<file path="src/hw/rtl/hftq_pkg.sv">
// Shared types and constants for the heightfield triangle height query block.
// No dependencies; imported by every module of the block except hftq_ram.
package hftq_pkg;

    // Fixed field widths of the item payloads
    localparam int QUERY_W       = 16;
    localparam int CELL_IDX_W    = 16;
    localparam int HEIGHT_BYTE_W = 8;
    localparam int HEIGHT_W      = 13;
    localparam int SIDE_W        = 9;
    localparam int CFG_IDX_W     = 1;

    localparam logic [SIDE_W-1:0]   SIDE_RESET = 9'd256;
    localparam logic [HEIGHT_W-1:0] HEIGHT_SAT = 13'h1FFF;

    // Vertex world height is the raw byte over this divisor
    localparam int DIVISOR = 10;

    typedef enum logic [0:0] {
        MODE_WRITE = 1'b0,
        MODE_QUERY = 1'b1
    } t_mode;

    typedef enum logic [CFG_IDX_W-1:0] {
        REG_GRID_WIDTH = 1'b0,
        REG_GRID_DEPTH = 1'b1
    } t_cfg_reg;

    typedef struct packed {
        t_mode                    mode;
        logic [CELL_IDX_W-1:0]    cell_index;
        logic [HEIGHT_BYTE_W-1:0] height_value;
        logic [QUERY_W-1:0]       query_x;
        logic [QUERY_W-1:0]       query_z;
    } t_in_item;

    typedef struct packed {
        logic [HEIGHT_W-1:0] height;
        logic                out_of_range;
    } t_out_item;

    // Height store write strobe: enable and bank (index parity)
    typedef struct packed {
        logic en;
        logic odd;
    } t_wr_ctrl;

    // Query control handed from address stage to interpolation stage
    typedef struct packed {
        logic valid;
        logic out_of_range;
        logic upper;      // upper-right triangle of the cell
        logic row0_odd;   // index of the (cx, cz) vertex is odd
        logic row1_odd;   // index of the (cx, cz+1) vertex is odd
    } t_tri_ctrl;

endpackage

</file>
<file path="src/hw/rtl/hftq_addr.sv">
// Front pipeline: input register, cell decode, range check and store addressing.
// Depends on hftq_pkg; feeds the store banks and hftq_interp.
module hftq_addr import hftq_pkg::*; #(
    parameter  int MAX_SIDE      = 256,
    parameter  int FRACTION_BITS = 8,
    localparam int STORE_CELLS   = MAX_SIDE * MAX_SIDE,
    localparam int BANK_AW       = $clog2((STORE_CELLS + 1) / 2)
) (
    input  logic                     i_clk,
    input  logic                     i_rst_n,
    input  logic                     i_in_valid,
    output logic                     o_in_stall,
    input  t_in_item                 i_in_item,
    input  logic [SIDE_W-1:0]        i_grid_width,
    input  logic [SIDE_W-1:0]        i_grid_depth,
    input  logic                     i_s3_ready,
    output t_wr_ctrl                 o_wr,
    output logic [BANK_AW-1:0]       o_wr_addr,
    output logic [HEIGHT_BYTE_W-1:0] o_wr_data,
    output logic [BANK_AW-1:0]       o_row0_even_addr,
    output logic [BANK_AW-1:0]       o_row0_odd_addr,
    output logic [BANK_AW-1:0]       o_row1_even_addr,
    output logic [BANK_AW-1:0]       o_row1_odd_addr,
    output t_tri_ctrl                o_ctrl,
    output logic [FRACTION_BITS-1:0] o_fx,
    output logic [FRACTION_BITS-1:0] o_fz
);

    localparam int IDX_W = $clog2(STORE_CELLS);
    localparam int CW    = (QUERY_W - FRACTION_BITS > 0) ? QUERY_W - FRACTION_BITS : 1;
    localparam int PW    = CW + SIDE_W;
    localparam int AXW   = (PW + 1 > IDX_W + 1) ? PW + 1 : IDX_W + 1;
    localparam int WW    = FRACTION_BITS + 1;
    localparam int unsigned ONE = 1 << FRACTION_BITS;

    // ---------------- stage 1: accepted item ----------------
    logic     r_s1_valid;
    t_in_item r_s1_item;
    logic     s1_ready;
    logic     s2_ready;

    assign s1_ready   = !r_s1_valid || s2_ready;
    assign o_in_stall = !s1_ready;

    always_ff @(posedge i_clk) begin
        if (!i_rst_n) begin
            r_s1_valid <= 1'b0;
        end else if (s1_ready) begin
            r_s1_valid <= i_in_valid;
        end
    end

    always_ff @(posedge i_clk) begin
        if (s1_ready) begin
            r_s1_item <= i_in_item;
        end
    end

    // Clamp grid size, split the point into cell and fraction, row offset
    logic [SIDE_W-1:0]        w_eff;
    logic [SIDE_W-1:0]        d_eff;
    logic [31:0]              qx_sh;
    logic [31:0]              qz_sh;
    logic [31:0]              wr_ext;
    logic [CW-1:0]            n_cx;
    logic [CW-1:0]            cz;
    logic [PW-1:0]            n_prod;
    logic                     n_oor;
    logic                     n_wr_ok;
    logic [IDX_W-1:0]         n_wr_idx;

    always_comb begin
        w_eff    = (32'(i_grid_width) > 32'(MAX_SIDE)) ? SIDE_W'(MAX_SIDE) : i_grid_width;
        d_eff    = (32'(i_grid_depth) > 32'(MAX_SIDE)) ? SIDE_W'(MAX_SIDE) : i_grid_depth;
        qx_sh    = 32'(r_s1_item.query_x) >> FRACTION_BITS;
        qz_sh    = 32'(r_s1_item.query_z) >> FRACTION_BITS;
        n_cx     = qx_sh[CW-1:0];
        cz       = qz_sh[CW-1:0];
        n_prod   = PW'(cz) * PW'(w_eff);
        // far corner must lie inside the grid; also covers sizes below two
        n_oor    = ((32'(n_cx) + 32'd1) >= 32'(w_eff)) ||
                   ((32'(cz) + 32'd1) >= 32'(d_eff));
        wr_ext   = 32'(r_s1_item.cell_index);
        n_wr_ok  = wr_ext < 32'(STORE_CELLS);
        n_wr_idx = wr_ext[IDX_W-1:0];
    end

    // ---------------- stage 2: addresses ----------------
    logic                     r_s2_valid;
    logic                     r_s2_query;
    logic                     r_s2_wr_ok;
    logic [IDX_W-1:0]         r_s2_wr_idx;
    logic [HEIGHT_BYTE_W-1:0] r_s2_wr_data;
    logic [CW-1:0]            r_s2_cx;
    logic [SIDE_W-1:0]        r_s2_w;
    logic [PW-1:0]            r_s2_prod;
    logic [FRACTION_BITS-1:0] r_s2_fx;
    logic [FRACTION_BITS-1:0] r_s2_fz;
    logic                     r_s2_oor;

    // write items retire here and never wait on the back end
    assign s2_ready = !r_s2_valid || !r_s2_query || i_s3_ready;

    always_ff @(posedge i_clk) begin
        if (!i_rst_n) begin
            r_s2_valid <= 1'b0;
        end else if (s2_ready) begin
            r_s2_valid <= r_s1_valid;
        end
    end

    always_ff @(posedge i_clk) begin
        if (s2_ready) begin
            r_s2_query   <= (r_s1_item.mode == MODE_QUERY);
            r_s2_wr_ok   <= n_wr_ok;
            r_s2_wr_idx  <= n_wr_idx;
            r_s2_wr_data <= r_s1_item.height_value;
            r_s2_cx      <= n_cx;
            r_s2_w       <= w_eff;
            r_s2_prod    <= n_prod;
            r_s2_fx      <= r_s1_item.query_x[FRACTION_BITS-1:0];
            r_s2_fz      <= r_s1_item.query_z[FRACTION_BITS-1:0];
            r_s2_oor     <= n_oor;
        end
    end

    // Row 0 copy serves (cx,cz),(cx+1,cz); row 1 copy serves (cx,cz+1),(cx+1,cz+1).
    // Within a copy, even and odd indexes sit in separate banks.
    logic [AXW-1:0] idx0;
    logic [AXW-1:0] idx1;
    logic [AXW-1:0] idx0_nx;
    logic [AXW-1:0] idx1_nx;

    always_comb begin
        idx0    = AXW'(r_s2_prod) + AXW'(r_s2_cx);
        idx1    = idx0 + AXW'(r_s2_w);
        idx0_nx = idx0 + AXW'(1);
        idx1_nx = idx1 + AXW'(1);
    end

    assign o_row0_even_addr = idx0_nx[BANK_AW:1];
    assign o_row0_odd_addr  = idx0[BANK_AW:1];
    assign o_row1_even_addr = idx1_nx[BANK_AW:1];
    assign o_row1_odd_addr  = idx1[BANK_AW:1];

    always_comb begin
        o_ctrl.valid        = r_s2_valid && r_s2_query;
        o_ctrl.out_of_range = r_s2_oor;
        o_ctrl.upper        = (WW'(r_s2_fx) + WW'(r_s2_fz)) > WW'(ONE);
        o_ctrl.row0_odd     = idx0[0];
        o_ctrl.row1_odd     = idx1[0];
    end

    assign o_fx = r_s2_fx;
    assign o_fz = r_s2_fz;

    // Store write, same stage as the reads so order between items holds
    assign o_wr.en   = r_s2_valid && !r_s2_query && r_s2_wr_ok;
    assign o_wr.odd  = r_s2_wr_idx[0];
    assign o_wr_addr = r_s2_wr_idx[BANK_AW:1];
    assign o_wr_data = r_s2_wr_data;

endmodule

</file>
<file path="config.mk">
export PLATFORM = sky130hd
export DESIGN_NAME = hftq_addr
export DESIGN_NICKNAME = d
export VERILOG_FILES = /design/src/hw/rtl/hftq_pkg.sv /design/src/hw/rtl/hftq_addr.sv
export SDC_FILE = /design/constraint.sdc
export NUM_CORES = 1
export LEC_CHECK = 0
export ABC_CLOCK_PERIOD_IN_PS = 5850
export BUFFER_PORTS_ARGS = -buffer_cell sky130_fd_sc_hd__buf_2
export CAP_MARGIN = 20
export CORE_MARGIN = 4
export CORE_UTILIZATION = 35
export DETAILED_ROUTE_END_ITERATION = 12
export PLACE_DENSITY = 0.61
export SYNTH_ARGS = -nofsm -noshare
export SYNTH_HDL_FRONTEND = slang
export SYNTH_SLANG_ARGS = --single-unit
</file>
<file path="constraint.sdc">
create_clock -name i_clk -period 5.85 [get_ports i_clk]
set_input_delay 1.17 -clock i_clk [delete_from_list [all_inputs] [get_ports i_clk]]
set_output_delay 1.17 -clock i_clk [all_outputs]
set_load 0.1 [all_outputs]
</file>
== Yosys cells after proc, flatten, opt, wreduce, memory -nomap -nowiden ==
Cells that the tools add are included.
Cells by class
  $add $sub $neg: 7
  multipliers: 1
  $lt $le $gt $ge: 5
  mux-type cells: 2
  reductions and logical operators: 10
Operators by type and width (count)
  $add A16 B1 Y16 const B: 2
  $gt A9 B9 Y1 const B: 3
  $add A8 B1 Y9 const B: 2
  $ge A9 B9 Y1: 2
  $mux W9: 2
  $add A16 B8 Y16: 1
  $add A16 B9 Y16: 1
  $mul A8 B9 Y16: 1
  $add A8 B8 Y9: 1
  $logic_not A1 Y1: 4
  $logic_or A1 B1 Y1: 4
  $logic_and A1 B1 Y1: 2
Word-level totals
  flip-flop bits (word level): 134
  input port bits: 79
  output and inout bits: 107

== Depth between registers and ports, before layout ==
  depth after elaboration: 5
  gate-level depth with buffers: 21

== Worst setup path after synthesis ==
Ideal clock, no wire load.
  path kind: reg2out
  from: register r_s2_cx[0]
  to: output o_row1_even_addr[13]
  data arrival time: 7.999 ns
  data required time: 4.680 ns
  slack: -3.319 ns
  stages on the path, launching flop included: 18
  buffers on the path: 1
  cell sequence: edfxtp_1 ha_1 fa_1 a21o_1 a41oi_2 a31oi_4 nor2_1 xnor2_1 ha_1 nand3_1 nand2_1 a41oi_1 and2_1 clkbuf_2 nor4_4 xnor2_1 nor4b_2 xor2_1
On the way
  word-level cells in the longest chain between the ends: 3
RTL lines
  start, declared: line hftq_addr.sv:94  | logic [CW-1:0] r_s2_cx;
  start signal, assigned: line hftq_addr.sv:118  | r_s2_cx <= n_cx;
  $add A16 B8 Y16: line hftq_addr.sv:135  | idx0 = AXW'(r_s2_prod) + AXW'(r_s2_cx);
  net o_row0_odd_addr[7]: line hftq_addr.sv:21  | output logic [BANK_AW-1:0] o_row0_odd_addr,
  $add A16 B9 Y16: line hftq_addr.sv:136  | idx1 = idx0 + AXW'(r_s2_w);
  net o_row1_odd_addr[12]: line hftq_addr.sv:23  | output logic [BANK_AW-1:0] o_row1_odd_addr,
  $add A16 B1 Y16: line hftq_addr.sv:138  | idx1_nx = idx1 + AXW'(1);
  end, declared: line hftq_addr.sv:22  | output logic [BANK_AW-1:0] o_row1_even_addr,
The timed path passes the listed nets, and every way through them passes these cells.

== Worst setup path in the final report ==
  from: register r_s2_cx[1]
  to: output o_row1_even_addr[13]
On the way
  word-level cells in the longest chain between the ends: 3
RTL lines (line)
  $add A16 B8 Y16: hftq_addr.sv:135
  $add A16 B9 Y16: hftq_addr.sv:136
  $add A16 B1 Y16: hftq_addr.sv:138
No other way between the ends.

==> impl_results.md <==
- Max clock buf depth: 2
- Root cell of the clock tree: clkbuf_16
- Final critical path time including I/O delays and setup: 5.61 ns
- Total nets after synthesis: 992
- Syn-to-layout area delta: 29.5%
- Crit-path slowest cell: fa_2
- Period utilization: between 90 and 100%
- Area leader, netlist: edfxtp_1
- Final hold vios: 0
- Measured slew at the worst slew-check pin: 0.816 ns
- Fin Setup TNS: 0 ns
- Synth top cells by count: 132 x edfxtp_1, 101 x inv_1, 82 x ha_1
- GPL Wtd Cong: 0.788
- Clock sink total: ~130
- Pre-CTS setup slack: 0.152 ns
- Final Cell Area: 11700 um^2
- Syn Area/Cell: 11.5 um^2
- Synth top area share: roughly 44%
- Status: finished clean
- Final ANT Viol Nets: 0
- Largest net degree at the start of global routing: 63
- Top cell by count, worst path: buf_4
- Slew Viols, Final: 0
- Warnings from Yosys: 0
- Row cnt: 58
- Nets: 1192
- Drt first-iter violations: 292
- Initial Utilization: 35.8%
- Seq cells post-synth: 134
- Clock-pin slew on the worst setup and hold paths: 0.06 ns
- Distinct cells, synth: 62
- HPWL Detailed: between 15 and 20 mm
- RSZ-0062 raised after global routing: true
- Final-report setup violation count: 0
- CTS Buf Count: 17
- Die H: 169 um
- Async SR Flop Fraction: 0%
- CTS tree: built
- Count leader, synth: edfxtp_1
- Setup Skew: 0.0141 ns
- Worst setup margin: 0.242 ns
- Vias in the first global route: approximately 6500
- H-tree Lvls: 4
- Post-synthesis cell area: 9060 um^2
- Rel. slew slack: 45.6%
- Die area: 28500 um^2
- CP peak stage delay: 0.43 ns
- Cell Chain, Critical Path: buf_4 > fa_2 > a21o_1 > a41oi_4 > nand2_2 > xor2_4 > ha_4 > or3_1 > o21ai_0 > buf_4 > xnor2_4 > nand4_1 > buf_4 > nor4b_4 > xor2_4 > buf_12
- Critical Path AT: 4.44 ns
- Routed wire length: between 15 and 20 mm
- Core area: 25300 um^2
- Vias per inst: 4.64
- Latest clock arrival within the worst-skew pair: 0.41 ns
- Die X-Extent: 169 um
- Area contributors post-synth: edfxtp_1 44%, ha_1 11%, fa_1 9.7%
- Drt first pass iters: 4
- Gr usage total: 14.7%
- Fmax: 0.178 GHz
- Global route overflow: 0
- Setup crit start kind: flop
- Tightest Hold Check Type: flop to flop
- Initial antenna violation count: 1
- Number of port buffers: roughly 190
- Endpoint required time on the critical path: approximately 4.7 ns
- Io pins: 186
- Ys flop type: edfxtp_1
- Ratio of cells with drive above 1 in the final layout: 30.9%
- Post-DP Area: 11000 um^2
- EDFF count, synth: 132
- DRC viols: 0
- Worst Path Max Fanout: 5
- First-pass GRT wire length: between 30 and 40 mm
- Maxcap violations: 0
- Mapped Cells: 787
- Register area share after synthesis: 44.2%
- WS Path Type: flop to primary output
- DR WL/cell: ~15 um
- Vias: roughly 6200
- Critical Path End Type: primary output
## layout make-up
type | count | area, um^2
diodes | 1 | 2.50
clock buffers | 17 | 425
clock inverters | 15 | 143
fillers | 2306 | 13600
inverters | 103 | 390
multi-input cells | 526 | 5220
flip-flops and latches | 134 | 4000
well taps | 330 | 413
repair buffers | 205 | 1140
## flip-flops by register name, indices dropped and copies added (netlist names), 9 cells and up
register / flops
r_s1_item: 25
n_wr_idx: 16
r_s2_prod: 16
r_s2_wr_idx: 16
r_s2_w: 9
## logic make-up after synthesis
group	Yosys count	synth area share (%)
xor gates and xnor gates	81	8.41
adders and majority gates	126	21.0
DFF	134	44.2
AOI/OAI and AO/OA	98	7.86
buffers and inverters	127	5.39
and+or+nand+nor	221	13.1
## critical path, delay by kind of cell, from the launching register on
kind	cells	cell delay [ns]
simple gates	4	1.07
buf+inv	4	0.71
compound gates	3	0.67
fa+ha+maj	2	0.63
xor+xnor	3	0.53
flops	1	0.42
## final timing paths
path                       from                    to  slack, ns  depth (start not counted)
setup / recovery     r_s2_cx[1]  o_row1_even_addr[13]       0.24                         16
hold / removal    r_s1_item[19]               o_fx[3]       0.41                          0
setup reg to reg          cz[2]         r_s2_prod[15]       1.01                         16
hold reg to reg   r_s1_item[19]               o_fx[3]       0.41                          0
## routing by layer
metal	track usage, %	vias up	share of wire (%)
met4	4.27	0	1.5
met2	25.0	128	49
met3	2.69	20	4.2
li1	-	3090	-
met1	19.2	2938	45
met5	0	-	0
## cells in the final DEF, fill, tap and decap left out, drive strengths merged, types with 8 or more instances in the layout
| cell | synthesis | routed |
|---|---|---|
| buf | 4 | 205 |
| edfxtp | 132 | 132 |
| inv | 102 | 108 |
| ha | 82 | 82 |
| xnor2 | 59 | 59 |
| nand2 | 57 | 57 |
| and2 | 56 | 56 |
| fa | 44 | 44 |
| nor2 | 29 | 29 |
| a21o | 22 | 22 |
| xor2 | 22 | 22 |
| o21ai | 21 | 21 |
| nand3 | 17 | 17 |
| nor2b | 17 | 17 |
| clkbuf | 20 | 17 |
| a21oi | 15 | 15 |
| nor3 | 8 | 8 |
## metrics by stage
step,hold slack (ns),std cells,util [%]
after global placement,0.400,1295,43.5
after detailed placement,0.405,1295,43.5
after global routing,0.423,1331,46.3
after CTS,0.417,1327,45.9
after floorplan,0.400,787,-
final,0.410,1331,46.3
## repair_timing
action,in CTS,in global routing
resized for setup,7,14
hold buffers,0,0
hold endpoints to repair,0,0
pin swaps,0,8
buffers inserted,0,3
setup endpoints to repair,7,8
Power is left out: the tool's default activity adds up to more than one toggle a clock period on the data nets, which glitch-free logic cannot reach.
