--- src/hw/rtl/hftq_pkg.sv ---
// Shared types and constants for the heightfield triangle height query block.
// No dependencies; imported by every module of the block except hftq_ram.
package hftq_pkg;

    // Fixed field widths of the item payloads
    localparam int QUERY_W       = 16;
    localparam int CELL_IDX_W    = 16;
    localparam int HEIGHT_BYTE_W = 8;
    localparam int HEIGHT_W      = 13;
    localparam int SIDE_W        = 9;
    localparam int CFG_IDX_W     = 1;

    localparam logic [SIDE_W-1:0]   SIDE_RESET = 9'd256;
    localparam logic [HEIGHT_W-1:0] HEIGHT_SAT = 13'h1FFF;

    // Vertex world height is the raw byte over this divisor
    localparam int DIVISOR = 10;

    typedef enum logic [0:0] {
        MODE_WRITE = 1'b0,
        MODE_QUERY = 1'b1
    } t_mode;

    typedef enum logic [CFG_IDX_W-1:0] {
        REG_GRID_WIDTH = 1'b0,
        REG_GRID_DEPTH = 1'b1
    } t_cfg_reg;

    typedef struct packed {
        t_mode                    mode;
        logic [CELL_IDX_W-1:0]    cell_index;
        logic [HEIGHT_BYTE_W-1:0] height_value;
        logic [QUERY_W-1:0]       query_x;
        logic [QUERY_W-1:0]       query_z;
    } t_in_item;

    typedef struct packed {
        logic [HEIGHT_W-1:0] height;
        logic                out_of_range;
    } t_out_item;

    // Height store write strobe: enable and bank (index parity)
    typedef struct packed {
        logic en;
        logic odd;
    } t_wr_ctrl;

    // Query control handed from address stage to interpolation stage
    typedef struct packed {
        logic valid;
        logic out_of_range;
        logic upper;      // upper-right triangle of the cell
        logic row0_odd;   // index of the (cx, cz) vertex is odd
        logic row1_odd;   // index of the (cx, cz+1) vertex is odd
    } t_tri_ctrl;

endpackage

--- src/hw/rtl/hftq_interp.sv ---
// Back pipeline: corner select, weighting, sum, divide by ten and output register.
// Depends on hftq_pkg; fed by hftq_addr and the store banks.
module hftq_interp import hftq_pkg::*; #(
    parameter int FRACTION_BITS = 8
) (
    input  logic                     i_clk,
    input  logic                     i_rst_n,
    input  t_tri_ctrl                i_ctrl,
    input  logic [FRACTION_BITS-1:0] i_fx,
    input  logic [FRACTION_BITS-1:0] i_fz,
    output logic                     o_s3_ready,
    input  logic [HEIGHT_BYTE_W-1:0] i_row0_even,
    input  logic [HEIGHT_BYTE_W-1:0] i_row0_odd,
    input  logic [HEIGHT_BYTE_W-1:0] i_row1_even,
    input  logic [HEIGHT_BYTE_W-1:0] i_row1_odd,
    output logic                     o_out_valid,
    input  logic                     i_out_stall,
    output t_out_item                o_out_item
);

    localparam int WW  = FRACTION_BITS + 1;              // weight width
    localparam int PRW = FRACTION_BITS + HEIGHT_BYTE_W + 1;  // product width
    localparam int NW  = FRACTION_BITS + HEIGHT_BYTE_W;  // weighted sum width
    localparam int MW  = NW - 3;                         // quotient width
    localparam int unsigned ONE   = 1 << FRACTION_BITS;
    localparam int unsigned RECIP = (1 << NW) / DIVISOR;

    // ready chain, back to front
    logic r_s4_valid;
    logic r_s5_valid;
    logic r_s6_valid;
    logic r_out_valid;
    logic out_ready;
    logic s6_ready;
    logic s5_ready;
    logic s4_ready;
    logic s3_ready;

    t_tri_ctrl r_s3_ctrl;

    assign out_ready  = !r_out_valid || !i_out_stall;
    assign s6_ready   = !r_s6_valid || out_ready;
    assign s5_ready   = !r_s5_valid || s6_ready;
    assign s4_ready   = !r_s4_valid || s5_ready;
    assign s3_ready   = !r_s3_ctrl.valid || s4_ready;
    assign o_s3_ready = s3_ready;

    // ---------------- stage 3: store data arrives ----------------
    logic [FRACTION_BITS-1:0] r_s3_fx;
    logic [FRACTION_BITS-1:0] r_s3_fz;

    always_ff @(posedge i_clk) begin
        if (!i_rst_n) begin
            r_s3_ctrl <= '0;
        end else if (s3_ready) begin
            r_s3_ctrl <= i_ctrl;
        end
    end

    always_ff @(posedge i_clk) begin
        if (s3_ready) begin
            r_s3_fx <= i_fx;
            r_s3_fz <= i_fz;
        end
    end

    // Pick the three corners and their weights, then multiply
    logic [HEIGHT_BYTE_W-1:0] h_c;
    logic [HEIGHT_BYTE_W-1:0] h_10;
    logic [HEIGHT_BYTE_W-1:0] h_01;
    logic [HEIGHT_BYTE_W-1:0] h_11;
    logic [HEIGHT_BYTE_W-1:0] h_a;
    logic [HEIGHT_BYTE_W-1:0] h_b;
    logic [HEIGHT_BYTE_W-1:0] h_cc;
    logic [WW-1:0]            w_a;
    logic [WW-1:0]            w_b;
    logic [WW-1:0]            w_c;
    logic [WW-1:0]            fx_w;
    logic [WW-1:0]            fz_w;
    logic [PRW-1:0]           n_pa;
    logic [PRW-1:0]           n_pb;
    logic [PRW-1:0]           n_pc;

    always_comb begin
        h_c  = r_s3_ctrl.row0_odd ? i_row0_odd  : i_row0_even;
        h_10 = r_s3_ctrl.row0_odd ? i_row0_even : i_row0_odd;
        h_01 = r_s3_ctrl.row1_odd ? i_row1_odd  : i_row1_even;
        h_11 = r_s3_ctrl.row1_odd ? i_row1_even : i_row1_odd;
        fx_w = WW'(r_s3_fx);
        fz_w = WW'(r_s3_fz);
        if (r_s3_ctrl.upper) begin
            h_a  = h_01;
            w_a  = WW'(ONE) - fx_w;
            h_b  = h_11;
            w_b  = fx_w + fz_w - WW'(ONE);
            h_cc = h_10;
            w_c  = WW'(ONE) - fz_w;
        end else begin
            h_a  = h_c;
            w_a  = WW'(ONE) - fx_w - fz_w;
            h_b  = h_10;
            w_b  = fx_w;
            h_cc = h_01;
            w_c  = fz_w;
        end
        n_pa = PRW'(h_a) * PRW'(w_a);
        n_pb = PRW'(h_b) * PRW'(w_b);
        n_pc = PRW'(h_cc) * PRW'(w_c);
    end

    // ---------------- stage 4: products ----------------
    logic           r_s4_oor;
    logic [PRW-1:0] r_s4_pa;
    logic [PRW-1:0] r_s4_pb;
    logic [PRW-1:0] r_s4_pc;

    always_ff @(posedge i_clk) begin
        if (!i_rst_n) begin
            r_s4_valid <= 1'b0;
        end else if (s4_ready) begin
            r_s4_valid <= r_s3_ctrl.valid;
        end
    end

    always_ff @(posedge i_clk) begin
        if (s4_ready) begin
            r_s4_oor <= r_s3_ctrl.out_of_range;
            r_s4_pa  <= n_pa;
            r_s4_pb  <= n_pb;
            r_s4_pc  <= n_pc;
        end
    end

    // weights sum to one unit, so the total stays below 256 units
    logic [PRW+1:0] sum_full;
    logic [NW-1:0]  n_sum;

    always_comb begin
        sum_full = (PRW+2)'(r_s4_pa) + (PRW+2)'(r_s4_pb) + (PRW+2)'(r_s4_pc);
        n_sum    = sum_full[NW-1:0];
    end

    // ---------------- stage 5: weighted sum ----------------
    logic          r_s5_oor;
    logic [NW-1:0] r_s5_n;

    always_ff @(posedge i_clk) begin
        if (!i_rst_n) begin
            r_s5_valid <= 1'b0;
        end else if (s5_ready) begin
            r_s5_valid <= r_s4_valid;
        end
    end

    always_ff @(posedge i_clk) begin
        if (s5_ready) begin
            r_s5_oor <= r_s4_oor;
            r_s5_n   <= n_sum;
        end
    end

    // Quotient estimate by reciprocal; low by at most one
    logic [NW+MW-1:0] recip_prod;
    logic [MW-1:0]    n_q_est;

    always_comb begin
        recip_prod = (NW+MW)'(r_s5_n) * (NW+MW)'(RECIP);
        n_q_est    = recip_prod[NW+MW-1:NW];
    end

    // ---------------- stage 6: estimate ----------------
    logic          r_s6_oor;
    logic [NW-1:0] r_s6_n;
    logic [MW-1:0] r_s6_q;

    always_ff @(posedge i_clk) begin
        if (!i_rst_n) begin
            r_s6_valid <= 1'b0;
        end else if (s6_ready) begin
            r_s6_valid <= r_s5_valid;
        end
    end

    always_ff @(posedge i_clk) begin
        if (s6_ready) begin
            r_s6_oor <= r_s5_oor;
            r_s6_n   <= r_s5_n;
            r_s6_q   <= n_q_est;
        end
    end

    // One correction step, saturation, and zero for points off the grid
    logic [NW:0]     rem;
    logic [MW-1:0]   q_fix;
    t_out_item       n_out_item;

    always_comb begin
        rem   = (NW+1)'(r_s6_n) - (NW+1)'(r_s6_q) * (NW+1)'(DIVISOR);
        q_fix = (rem >= (NW+1)'(DIVISOR)) ? r_s6_q + MW'(1) : r_s6_q;
        if (r_s6_oor) begin
            n_out_item.height       = '0;
            n_out_item.out_of_range = 1'b1;
        end else begin
            n_out_item.height       = (32'(q_fix) > 32'(HEIGHT_SAT)) ? HEIGHT_SAT
                                                                    : HEIGHT_W'(q_fix);
            n_out_item.out_of_range = 1'b0;
        end
    end

    // ---------------- output register ----------------
    t_out_item r_out_item;

    always_ff @(posedge i_clk) begin
        if (!i_rst_n) begin
            r_out_valid <= 1'b0;
        end else if (out_ready) begin
            r_out_valid <= r_s6_valid;
        end
    end

    always_ff @(posedge i_clk) begin
        if (out_ready) begin
            r_out_item <= n_out_item;
        end
    end

    assign o_out_valid = r_out_valid;
    assign o_out_item  = r_out_item;

endmodule

--- config.mk ---
export PLATFORM = sky130hd
export DESIGN_NAME = hftq_interp
export DESIGN_NICKNAME = d
export VERILOG_FILES = /design/src/hw/rtl/hftq_pkg.sv /design/src/hw/rtl/hftq_interp.sv
export SDC_FILE = /design/constraint.sdc
export NUM_CORES = 1
export LEC_CHECK = 0
export BUFFER_PORTS_ARGS = -buffer_cell sky130_fd_sc_hd__buf_2
export CORE_MARGIN = 4
export CORE_UTILIZATION = 50
export DETAILED_ROUTE_END_ITERATION = 12
export PLACE_DENSITY = 0.66
export SLEW_MARGIN = 20
export SYNTH_ARGS = -nofsm -noshare
export SYNTH_HDL_FRONTEND = slang
export SYNTH_SLANG_ARGS = --single-unit
--- constraint.sdc ---
create_clock -name i_clk -period 18.7 [get_ports i_clk]
set_clock_uncertainty 0.15 [all_clocks]
set_input_delay 0.935 -clock i_clk [delete_from_list [all_inputs] [get_ports i_clk]]
set_output_delay 0.935 -clock i_clk [all_outputs]
set_load 0.005 [all_outputs]
Yosys cells after proc, flatten, opt, wreduce, memory -nomap -nowiden
Cells that the tools add are included.

word-level totals
  flip-flop bits (word level) = 135
  bits in latches = 0
  RAM bits = 0
  input port bits = 56
  logic and storage cells = 60
  memories kept = 0
  ROM bits = 0

operators by class
  multipliers = 5
  equal/unequal tests = 0
  div/mod/pow operators = 0
  reductions and logical operators = 11
  magnitude comparators = 1
  multiplexer cells = 12
  shift-type cells = 0
  bitwise gates (word level) = 0
  $add $sub $neg = 9

operator list
  operator                number
  $mux 8                  7
  $mul 8x9->16            3
  $add 16x16->16          2
  $mul 16x13->29 const B  1
  $mux 9                  3
  $sub 9x8->9 const A     2
  $ge 17x4->1 const B     1
  $sub 16x17->17          1
  $mul 13x3->16 const B   1
  $add 13x1->13 const B   1
  $mux 13                 1
  $add 8x8->9             1
  $sub 9x8->9             1
  $sub 9x9->9 const B     1
  $logic_not 1->1         6
  $logic_or 1x1->1        5
  $mux 1                  1

Logic depth before layout (Yosys ltp)
  depth after elaboration = 6
  gate-level depth with buffers = 27

Worst setup path before layout
Ideal clock, no wire load.

  kind = reg-to-reg
  from = register r_s3_fx[1]
  to = register r_s4_pa[14], data pin
  period minus slack after synthesis = 6.377 ns
  setup time = 0.266 ns
  required time = 18.284 ns
  arrival = 5.961 ns
  stages on the path, launching flop included = 26
  path slack = 12.323 ns
  cell sequence = edfxtp_1 inv_1 ha_1 fa_1 a21o_1 a21oi_1 nand2b_1 a21boi_0 nor2_1 xor2_1 nor2_1 a21oi_1 nor2_1 fa_1 fa_1 fa_1 inv_1 fa_1 inv_1 ha_1 or2_2 o311a_1 o21a_1 o21a_1 o41ai_1 xnor2_1

between the ends
  longest elaborated chain between the ends = 4

ends and longest elaborated chain
  what                      RTL line                               source
  start: declaration        hftq_interp.sv:49                      logic [FRACTION_BITS-1:0] r_s3_fx;
  start signal: assignment  hftq_interp.sv:62                      r_s3_fx <= i_fx;
  $sub 9x8->9 *             hftq_interp.sv:93, hftq_interp.sv:100
  $sub 9x8->9               hftq_interp.sv:100                     w_a = WW'(ONE) - fx_w - fz_w;
  $mux 9 *                  hftq_interp.sv:91                      if (r_s3_ctrl.upper) begin
  $mul 8x9->16 *            hftq_interp.sv:106                     n_pa = PRW'(h_a) * PRW'(w_a);
  named net n_pa[14]        hftq_interp.sv:80                      logic [PRW-1:0] n_pa;
  end signal: assignment    hftq_interp.sv:128                     r_s4_pa <= n_pa;
  end: declaration          hftq_interp.sv:113                     logic [PRW-1:0] r_s4_pa;

The timed path passes the listed nets; every way through them passes the cells marked *.
A chain may end at the register's enable or synchronous reset.

Worst setup path in the final report
  from = register r_s3_fx[0]
  to = register r_s4_pa[14], data pin

Same word-level chain as after synthesis.

==> summary.txt <==
status = finished, final reports clean
die height = 197 um
final wirelength = 38300 um
EDFF count, synth = 125
max-cap violation count = 0
core area = 35500 um2
post-synth top area share = 0.223
Post-Route Setup TNS = 0 ns
FILL cells = 3154
Top delay family on crit path = adder cells
Die X-Extent = 197 um
Async S/R FF share, synth = 0
Setup Crit Path Kind = flip-flop to flip-flop
n_diodes = 0
most common cell after layout, fill and taps aside = inv_1
Max clock buf depth = 2
I/O Pins = 72
dpl hpwl = 32200 um
Area after DPL = 18800 um2
row count = 69
Mapped Cells = 1811
sequential area share after synthesis = 0.219
nature of the critical path endpoint = flip-flop
synthesis-stage register bit count = 134
first-pass GRT wire length = 65900 um
Netlist cell types = 67
CTS tree = built
die footprint = 39000 um2
total global routing overflow = 0
DR DRC count = 0
DRT antenna net count = 0
commonest cells after routing, fill and taps aside = 288 x inv_1, 277 x ha_1, 212 x nor2_1
Critical Path AT = 7.01 ns
hold buffers post-CTS = 0
post-CTS setup buffer count = 0
CP startpoint kind = flip-flop
Critical Path Most Common Cell = fa_1
Synth Cell Area = 17900 um2
initial DRC count = 452
1st-pass router iterations = 5
initial antenna violation count = 0
synthesized net count = 2344
Pins Over Slew Limit = 0
Worst Hold Class = flip-flop to flip-flop
area delta synth->final = 8.11%
ys flop type = edfxtp_1
vias in the first global route = 13609
post-route cell area = 19400 um2
fin crit share = 0.374
fin nets = 2419
maximum fanout along the worst path = 8
cell accounting for the most synthesized area = fa_1
CTS Buf Count = 17
number of gates resized after cts = 0
Clk Tree Root Cell = clkbuf_16
total number of yosys warnings = 0
Worst Tran Pin Value = 1.15 ns
clk sink count = 134
syn_area_per_cell = 9.90 um2
Setup Viol. Count Final = 0
WL per Instance = 16.2 um
Vias/cell = 5.39
via count = 12714
Tot GR Track Use = 0.210
share of layout cells above drive strength 1 = 0.0906
latest clock arrival within the worst-skew pair = 0.44 ns
Hold Fails Final Rpt = 0
Placer Congestion = 0.895
Port Buf Inserts = 71
final core occ = 0.546
Final min period = 6.99 ns
synth top area cells = fa_1 22%, edfxtp_1 21%, ha_1 19%
clock transition at the registers of the reported paths = 0.07 ns
Achievable Freq = 0.143 GHz
slowest cell on the critical path = fa_1
RSZ-0062 raised after global routing = false
largest net degree at the start of global routing = 84
Worst EP required = 18.71 ns
worst path bufs/invs = 3
Max stage delay on crit path = 0.55 ns
initial core utilization = 0.505
Slew Limit Headroom = 0.232
H-tree level count = 4
registers in the layout, indices dropped and copies added, names as in the netlist, 5 cells and up:
register    cells
o_out_item     14
r_s3_ctrl       5
r_s3_fx         8
r_s3_fz         8
r_s4_pa        16
r_s4_pb        16
r_s4_pc        16
r_s5_n         16
r_s6_n         15
r_s6_q         13
worst paths after layout:
| path | startpoint | end | slack (ns) | depth (start not counted) |
|---|---|---|---|---|
| max | r_s3_fx[0] | r_s4_pa[14] | 11.71 | 25 |
| min | r_s4_oor | r_s5_oor | 0.28 | 0 |
| max reg2reg | r_s3_fx[0] | r_s4_pa[14] | 11.71 | 25 |
| min reg2reg | r_s4_oor | r_s5_oor | 0.28 | 0 |
worst register-to-register path, cell delays in order (launching register included):
cell	delay [ns]
edfxtp_1	0.44
inv_1	0.14
ha_1	0.29
fa_1	0.42
a21o_1	0.18
a21oi_1	0.21
nand2b_1	0.15
a21boi_0	0.11
nor2_1	0.13
xor2_1	0.15
nor2_1	0.05
a21oi_1	0.50
nor2_1	0.13
fa_1	0.55
fa_1	0.50
fa_1	0.49
inv_1	0.05
fa_1	0.47
inv_1	0.04
ha_1	0.31
or2_2	0.29
o311a_1	0.14
o21a_1	0.19
o21a_1	0.19
o41ai_1	0.33
xnor2_1	0.13
metrics by stage:
step,cells,hold slack (ns),setup slack (ns)
5_1_grt,2360,0.288,11.23
3_3_place_gp,2328,0.255,11.83
6_report,2360,0.277,11.71
2_1_floorplan,1811,0.250,12.32
3_5_place_dp,2328,0.259,11.75
4_1_cts,2360,0.275,11.71
cells in the mapped netlist, types with 19 or more instances:
master,instances
inv_1,289
nand2_1,94
mux2_2,21
edfxtp_1,125
a21oi_1,76
nor2_1,212
nor3_1,27
xnor2_1,87
or2_2,34
and2_1,19
fa_1,200
nor2b_1,29
mux2i_1,34
ha_1,277
o21ai_0,39
area by class of cell:
class                   instances  area [um2]  area share
multi-input cells            1369       12800       0.661
flip-flops and latches        134        3940       0.203
inverters                     289        1080      0.0560
well taps                     461         577      0.0298
clock buffers                  17         425      0.0219
repair buffers                 75         385      0.0199
clock inverters                15         161     0.00833
routing by layer:
metal / vias up / global-route usage / part of all wire
met4: 0 / 0.0840 / 0.042
met1: 6218 / 0.250 / 0.42
met3: 75 / 0.0235 / 0.026
met5: - / 0 / 0
met2: 209 / 0.386 / 0.52
li1: 6212 / - / -
cell families after synthesis:
logic type               after synthesis  share of synthesized area
XOR/XNOR                             105                     0.0513
multiplexers                          60                     0.0353
adder cells (fa/ha/maj)              477                      0.417
buffers and inverters                308                     0.0658
AND/OR/NAND/NOR                      496                      0.130
AO/OA/AOI/OAI                        231                     0.0822
flip-flops                           134                      0.219
Power is not shown: default switching activity piles up to over one toggle a cycle in this logic, so the estimate is an artifact.
